===== config.mk =====
export PLATFORM = sky130hd
export DESIGN_NAME = multiplexed_digit_display_scanner_top
export DESIGN_NICKNAME = d
export VERILOG_FILES = /design/src/hw/rtl/mdds_pkg.sv /design/src/hw/rtl/mdds_ctrl.sv /design/src/hw/rtl/mdds_dpath.sv /design/src/hw/rtl/multiplexed_digit_display_scanner_top.sv
export SDC_FILE = /design/constraint.sdc
export NUM_CORES = 1
export LEC_CHECK = 0
export BUFFER_PORTS_ARGS = -buffer_cell sky130_fd_sc_hd__buf_4
export CORE_MARGIN = 4
export CORE_UTILIZATION = 60
export CTS_BUF_LIST = sky130_fd_sc_hd__clkbuf_4
export DETAILED_ROUTE_END_ITERATION = 10
export HOLD_SLACK_MARGIN = 0.08
export PLACE_DENSITY = 0.76
export SYNTH_ARGS = -nofsm -noshare
export SYNTH_HDL_FRONTEND = slang
export SYNTH_HIERARCHICAL = 1
export SYNTH_SLANG_ARGS = --single-unit

===== constraint.sdc =====
create_clock -name clk -period 7.6 [get_ports clk]
set_clock_uncertainty 0.1 [all_clocks]
set_input_delay 1.9 -clock clk [delete_from_list [all_inputs] [get_ports clk]]
set_output_delay 1.9 -clock clk [all_outputs]
set_load 0.02 [all_outputs]

===== src/hw/rtl/mdds_pkg.sv =====
// ----------------------------------------------------------------------------
// mdds_pkg
// Shared types and constants for the multiplexed digit display scanner.
// ----------------------------------------------------------------------------
package mdds_pkg;

  localparam logic [2:0] OP_TICK         = 3'd0;
  localparam logic [2:0] OP_WRITE_NUMBER = 3'd1;
  localparam logic [2:0] OP_WRITE_CODE   = 3'd2;
  localparam logic [2:0] OP_SET_DOT      = 3'd3;
  localparam logic [2:0] OP_SET_ENABLE   = 3'd4;
  localparam logic [2:0] OP_BLANK_DIGIT  = 3'd5;

  localparam logic [4:0]  BLANK_CODE = 5'd10;
  localparam logic [15:0] DIV10_MUL  = 16'hCCCD;
  localparam int          DIV10_SHR  = 19;

  typedef struct packed {
    logic [2:0]  operation;
    logic [15:0] number;
    logic [1:0]  position;
    logic [2:0]  digit_count;
    logic [4:0]  glyph_code;
    logic        flag;
  } in_word_t;

  typedef struct packed {
    logic [1:0] active_digit;
    logic       digit_power;
    logic [4:0] active_code;
    logic       dot_level;
  } out_word_t;

  typedef struct packed {
    logic tick;
    logic load_number;
    logic step;
    logic write_code;
    logic set_dot;
    logic set_enable;
    logic blank;
  } ctl_cmd_t;

  typedef struct packed {
    logic left_zero;
    logic left_one;
  } dp_status_t;

endpackage


===== src/hw/rtl/mdds_ctrl.sv =====
// ----------------------------------------------------------------------------
// mdds_ctrl
// Controller: input handshake, digit loop sequencing and output valid.
// ----------------------------------------------------------------------------
module mdds_ctrl (
  input  logic                clk,
  input  logic                rst_n,
  input  logic                in_valid,
  input  logic [2:0]          in_op,
  output logic                in_stall,
  output logic                out_valid,
  input  logic                out_stall,
  input  mdds_pkg::dp_status_t status,
  output mdds_pkg::ctl_cmd_t   cmd
);

  typedef enum logic [0:0] {
    ST_IDLE,
    ST_DIGIT
  } state_t;

  state_t state_r, state_nxt;
  logic   out_valid_r, out_valid_nxt;
  logic   accept;
  logic   is_tick;

  assign is_tick  = (in_op == mdds_pkg::OP_TICK);
  assign in_stall = (state_r != ST_IDLE) | (out_valid_r & out_stall & is_tick);
  assign accept   = in_valid & ~in_stall;

  always_comb begin
    cmd             = '0;
    cmd.tick        = accept & is_tick;
    cmd.load_number = accept & (in_op == mdds_pkg::OP_WRITE_NUMBER);
    cmd.write_code  = accept & (in_op == mdds_pkg::OP_WRITE_CODE);
    cmd.set_dot     = accept & (in_op == mdds_pkg::OP_SET_DOT);
    cmd.set_enable  = accept & (in_op == mdds_pkg::OP_SET_ENABLE);
    cmd.blank       = accept & (in_op == mdds_pkg::OP_BLANK_DIGIT);
    cmd.step        = (state_r == ST_DIGIT) & ~status.left_zero;
  end

  always_comb begin
    state_nxt = state_r;
    case (state_r)
      ST_IDLE: begin
        if (cmd.load_number) state_nxt = ST_DIGIT;
      end
      ST_DIGIT: begin
        if (status.left_zero | status.left_one) state_nxt = ST_IDLE;
      end
      default: state_nxt = ST_IDLE;
    endcase
  end

  always_comb begin
    out_valid_nxt = out_valid_r;
    if (cmd.tick) begin
      out_valid_nxt = 1'b1;
    end else if (!out_stall) begin
      out_valid_nxt = 1'b0;
    end
  end

  always_ff @(posedge clk) begin
    if (!rst_n) begin
      state_r     <= ST_IDLE;
      out_valid_r <= 1'b0;
    end else begin
      state_r     <= state_nxt;
      out_valid_r <= out_valid_nxt;
    end
  end

  assign out_valid = out_valid_r;

endmodule


===== src/hw/rtl/mdds_dpath.sv =====
// ----------------------------------------------------------------------------
// mdds_dpath
// Datapath: glyph and dot stores, scan position, divide-by-ten digit unit
// and the output word register.
// ----------------------------------------------------------------------------
module mdds_dpath #(
  parameter int DIGIT_COUNT = 4
) (
  input  logic                 clk,
  input  logic                 rst_n,
  input  mdds_pkg::in_word_t   in_data,
  input  mdds_pkg::ctl_cmd_t   cmd,
  output mdds_pkg::dp_status_t status,
  output mdds_pkg::out_word_t  out_data
);

  localparam int IW = $clog2(DIGIT_COUNT);

  logic [4:0]    glyph_r [DIGIT_COUNT];
  logic          dot_r   [DIGIT_COUNT];
  logic [IW-1:0] scan_r, scan_nxt;
  logic          display_on_r;
  logic [15:0]   num_r;
  logic [1:0]    pos_r;
  logic [2:0]    left_r;
  mdds_pkg::out_word_t out_r;

  logic [31:0]   prod;
  logic [15:0]   quot;
  logic [15:0]   quot_x10;
  logic [3:0]    rem;
  logic [2:0]    pos_span;
  logic [2:0]    left_init;
  logic          in_pos_ok;
  logic          step_pos_ok;
  logic [IW-1:0] in_idx;
  logic [IW-1:0] step_idx;

  // divide by ten through reciprocal multiply
  assign prod     = 32'(num_r) * 32'(mdds_pkg::DIV10_MUL);
  assign quot     = 16'(prod >> mdds_pkg::DIV10_SHR);
  assign quot_x10 = (quot << 3) + (quot << 1);
  assign rem      = 4'(num_r - quot_x10);

  assign pos_span  = {1'b0, in_data.position} + 3'd1;
  assign left_init = (in_data.digit_count < pos_span) ? in_data.digit_count : pos_span;

  assign in_pos_ok   = (32'(in_data.position) < DIGIT_COUNT);
  assign step_pos_ok = (32'(pos_r) < DIGIT_COUNT);
  assign in_idx      = IW'(in_data.position);
  assign step_idx    = IW'(pos_r);

  assign status.left_zero = (left_r == 3'd0);
  assign status.left_one  = (left_r == 3'd1);

  always_comb begin
    scan_nxt = scan_r;
    if (display_on_r) begin
      scan_nxt = (scan_r == IW'(DIGIT_COUNT - 1)) ? '0 : scan_r + 1'b1;
    end
  end

  always_ff @(posedge clk) begin
    if (!rst_n) begin
      for (int i = 0; i < DIGIT_COUNT; i++) begin
        glyph_r[i] <= mdds_pkg::BLANK_CODE;
        dot_r[i]   <= 1'b1;
      end
      scan_r       <= '0;
      display_on_r <= 1'b1;
      left_r       <= '0;
    end else begin
      if (cmd.tick) scan_r <= scan_nxt;
      if (cmd.set_enable) display_on_r <= in_data.flag;
      if (cmd.write_code && in_pos_ok) glyph_r[in_idx] <= in_data.glyph_code;
      if (cmd.blank && in_pos_ok) glyph_r[in_idx] <= mdds_pkg::BLANK_CODE;
      if (cmd.set_dot && in_pos_ok) dot_r[in_idx] <= ~in_data.flag;
      if (cmd.load_number) begin
        left_r <= left_init;
      end else if (cmd.step) begin
        left_r <= left_r - 3'd1;
        if (step_pos_ok) glyph_r[step_idx] <= {1'b0, rem};
      end
    end
  end

  always_ff @(posedge clk) begin
    if (cmd.load_number) begin
      num_r <= in_data.number;
      pos_r <= in_data.position;
    end else if (cmd.step) begin
      num_r <= quot;
      pos_r <= pos_r - 2'd1;
    end
    if (cmd.tick) begin
      out_r.active_digit <= 2'(scan_nxt);
      out_r.digit_power  <= display_on_r;
      out_r.active_code  <= glyph_r[scan_nxt];
      out_r.dot_level    <= dot_r[scan_nxt];
    end
  end

  assign out_data = out_r;

endmodule


===== src/hw/rtl/multiplexed_digit_display_scanner_top.sv =====
// ----------------------------------------------------------------------------
// multiplexed_digit_display_scanner_top
// Digit display scanner: glyph and dot stores, decimal number writes and
// a scan position that advances on each tick while the display is on.
// ----------------------------------------------------------------------------
// Tick: the scan word is registered when the tick is accepted, and out_valid rises with it.
// write_number: one divide-by-ten step per cycle in the digit loop, writing
//   min(count, position + 1) digits; input stalls until the loop is done.
// Other words are applied when accepted. One word is worked on at a time.
// Reset (synchronous, rst_n low): glyphs blank, dots dark, scan at 0, on.
// ----------------------------------------------------------------------------
module multiplexed_digit_display_scanner_top #(
  parameter int DIGIT_COUNT = 4
) (
  input  logic                clk,
  input  logic                rst_n,
  input  logic                in_valid,
  output logic                in_stall,
  input  mdds_pkg::in_word_t  in_data,
  output logic                out_valid,
  input  logic                out_stall,
  output mdds_pkg::out_word_t out_data
);

  mdds_pkg::ctl_cmd_t   cmd;
  mdds_pkg::dp_status_t status;

  mdds_ctrl u_ctrl (
    .clk       (clk),
    .rst_n     (rst_n),
    .in_valid  (in_valid),
    .in_op     (in_data.operation),
    .in_stall  (in_stall),
    .out_valid (out_valid),
    .out_stall (out_stall),
    .status    (status),
    .cmd       (cmd)
  );

  mdds_dpath #(
    .DIGIT_COUNT (DIGIT_COUNT)
  ) u_dpath (
    .clk      (clk),
    .rst_n    (rst_n),
    .in_data  (in_data),
    .cmd      (cmd),
    .status   (status),
    .out_data (out_data)
  );

endmodule


==> results.sh <==
export IMPL_drv_cap=0
export IMPL_rsz0062_at_grt="false"
export IMPL_vias=5546
export IMPL_wirelength_um=17400
export IMPL_synth_commonest_cells="inv_1, ha_1, fa_1, nand2_1, edfxtp_1"
export IMPL_numCtsBuffers=9
export IMPL_insertion_delay_ps=390
export IMPL_worst_pin_slew_ps=1180
export IMPL_die_h_um=121
export IMPL_overflow=0
export IMPL_postLayoutCoreUtil_pct=66.4
export IMPL_drt_iter0_drc=307
export IMPL_hpwl_um=14900
export IMPL_end_kind="flop"
export IMPL_row_count=41
export IMPL_synth_top_area_share_pct=23.5
export IMPL_yosysUniqueCellTypes=64
export IMPL_routabilityCongestion=0.941
export IMPL_htreeDepth=3
export IMPL_grt_max_degree=32
export IMPL_port_buffers=44
export IMPL_critPathArrivalTime_ps=6760
export IMPL_crit_path_start_kind="flop"
export IMPL_setup_violations=0
export IMPL_start_util_pct=61.1
export IMPL_cts_setup_buffers=0
export IMPL_nNetsFinal=1072
export IMPL_cp_data_required_time_ps=7720
export IMPL_slowest_stage="edfxtp_1"
export IMPL_crit_chain="ha_1, inv_1, fa_1, inv_1, fa_1, fa_1, fa_1, inv_1, fa_1, inv_1, ha_1, nand4_2, a21oi_1, o21ai_0, a21oi_1, nor2_1, ha_1, a221o_2, nor3_2, xnor3_2, a22oi_1"
export IMPL_cts_resized=0
export IMPL_finalMaxSlewViolations=0
export IMPL_core_area_um2=12600
export IMPL_reg2reg_slack_ps=960
export IMPL_hold_path_class="flop to flop"
export IMPL_synth_edf_count=47
export IMPL_hold_buffers=0
export IMPL_relSlewSlack_pct=19.0
export IMPL_die_x_um=121
export IMPL_grt_first_pass_wirelength_um=29100
export IMPL_avgViaCountPerCell=5.59
export IMPL_clockBufferDepth=2
export IMPL_yosysMostFrequentCell="inv_1"
export IMPL_avgSynthCellArea_um2=9.99
export IMPL_clock_sinks=59
export IMPL_route_detailed_wl_per_inst_um=17.5
export IMPL_first_pass_iters=5
export IMPL_cts_root_buf="clkbuf_4"
export IMPL_worstPathMaxFanout=6
export IMPL_ys_top_cells_by_area="ha_1, fa_1, edfxtp_1"
export IMPL_hold_viol_final=0
export IMPL_netlist_area_um2=7680
export IMPL_dieArea_um2=14700
export IMPL_ant_nets=0
export IMPL_antenna_found_initial=1
export IMPL_tritoncts="done"
export IMPL_drive_gt1_share_pct=10.5
export IMPL_grt_usage_pct=25.5
export IMPL_syn_inst=769
export IMPL_ys_seq_area_share_pct=21.5
export IMPL_async_flop_share_pct=0
export IMPL_clk_pin_slew_ps=110
export IMPL_syn_num_nets=1027
export IMPL_finalCritPeriodShare_pct=87.3
export IMPL_yosys_warnings=6
export IMPL_first_global_vias=5794
export IMPL_fin_crit_ps=6640
export IMPL_setup_tns_ps=0
export IMPL_num_io_pins=45
export IMPL_ys_flop_type="edfxtp_1"
export IMPL_yosysTopAreaCell="ha_1"
export IMPL_max_freq_mhz=151
export IMPL_drc_errors=0
export IMPL_status="complete, no violations"
export IMPL_crit_path_frequent_cell="fa_1"
export IMPL_crit_type="flop to flop"
export IMPL_syn_to_final_growth_pct=8.68
export IMPL_slowest_delay_ps=570
export IMPL_whs_ps=427
export IMPL_ys_ff_latch=59
[worst max-delay path, delay by kind of cell (launching register included)]
| family | cells | cell delay, ps |
|---|---|---|
| AO/OA/AOI/OAI | 5 | 1200 |
| XOR/XNOR | 1 | 320 |
| adder cells (fa/ha/maj) | 8 | 3610 |
| buffers and inverters | 4 | 220 |
| flip-flops | 1 | 570 |
| AND/OR/NAND/NOR | 3 | 460 |
[placed cells by master (no fill, tap or decap), types with 9 or more instances in the layout]
cell,instances
clkbuf_4,10
mux2i_1,11
and2_1,13
nor2_1,32
o22ai_1,9
a211oi_1,13
dfxtp_1,12
edfxtp_1,47
fa_1,80
a21oi_1,26
buf_4,46
inv_1,173
ha_1,144
o21ai_0,12
nand3_1,13
nand2_1,49
nor2b_1,11
[area by class of cell]
type	count	area, um2
Antenna cell	1	2.50
Clock buffer	10	75.1
Clock inverter	6	80.1
Fill cell	1036	4220
Inverter	173	649
Multi-Input combinational cell	525	5330
Sequential cell	59	1650
Tap cell	172	215
Timing Repair Buffer	46	345
[routing by layer]
layer  share of wire [%]  track usage, %  vias to the layer above  routed length, um
met2                  47            41.1                      147               8200
met3                 5.6            5.17                       12                967
li1                    -               -                     2672                  -
met4                0.94            4.83                        0                163
met1                  46            36.4                     2715               8060
met5                   0               0                        -                  0
[per-stage QoR]
step | instances | instance area [um2] | setup slack [ps]
finish | 992 | 8350 | 962
global route | 992 | 8350 | 589
CTS | 991 | 8350 | 1020
detailed placement | 975 | 8190 | 1050
global placement | 975 | 8190 | 1270
floorplan | 769 | 7680 | 1630
[final timing paths]
path	end	startpoint	depth (start not counted)
hold / removal	u_dpath/scan_r[1]	u_dpath/scan_r[1]	1
setup / recovery	u_dpath/glyph_r[1][3]	u_dpath/num_r[7]	21
hold reg to reg	u_dpath/scan_r[1]	u_dpath/scan_r[1]	1
setup reg to reg	u_dpath/glyph_r[1][3]	u_dpath/num_r[7]	21
[registers in the layout, indices dropped and copies added (netlist names)]
name / count
u_dpath/display_on_r: 1
u_dpath/glyph_r: 20
u_ctrl/out_valid: 1
u_dpath/dot_r: 4
u_ctrl/state_r: 1
u_dpath/num_r: 16
u_dpath/out_data: 9
u_dpath/left_r: 3
u_dpath/scan_r: 2
u_dpath/pos_r: 2
[kinds of logic (layout without fill, tap and decap cells)]
group           count (synthesis)  after routing  share of synthesized area, %
mux                            12             12                          1.58
xor+xnor                       15             15                          1.91
buf+inv                       185            235                          9.12
simple gates                  149            149                          9.99
fa+ha+maj                     224            224                          44.3
compound gates                125            125                          11.6
flops                          59             59                          21.5
other cells                     0              1                             0
Power is not shown: default switching activity piles up to over one toggle a cycle in this logic, so the estimate is an artifact.
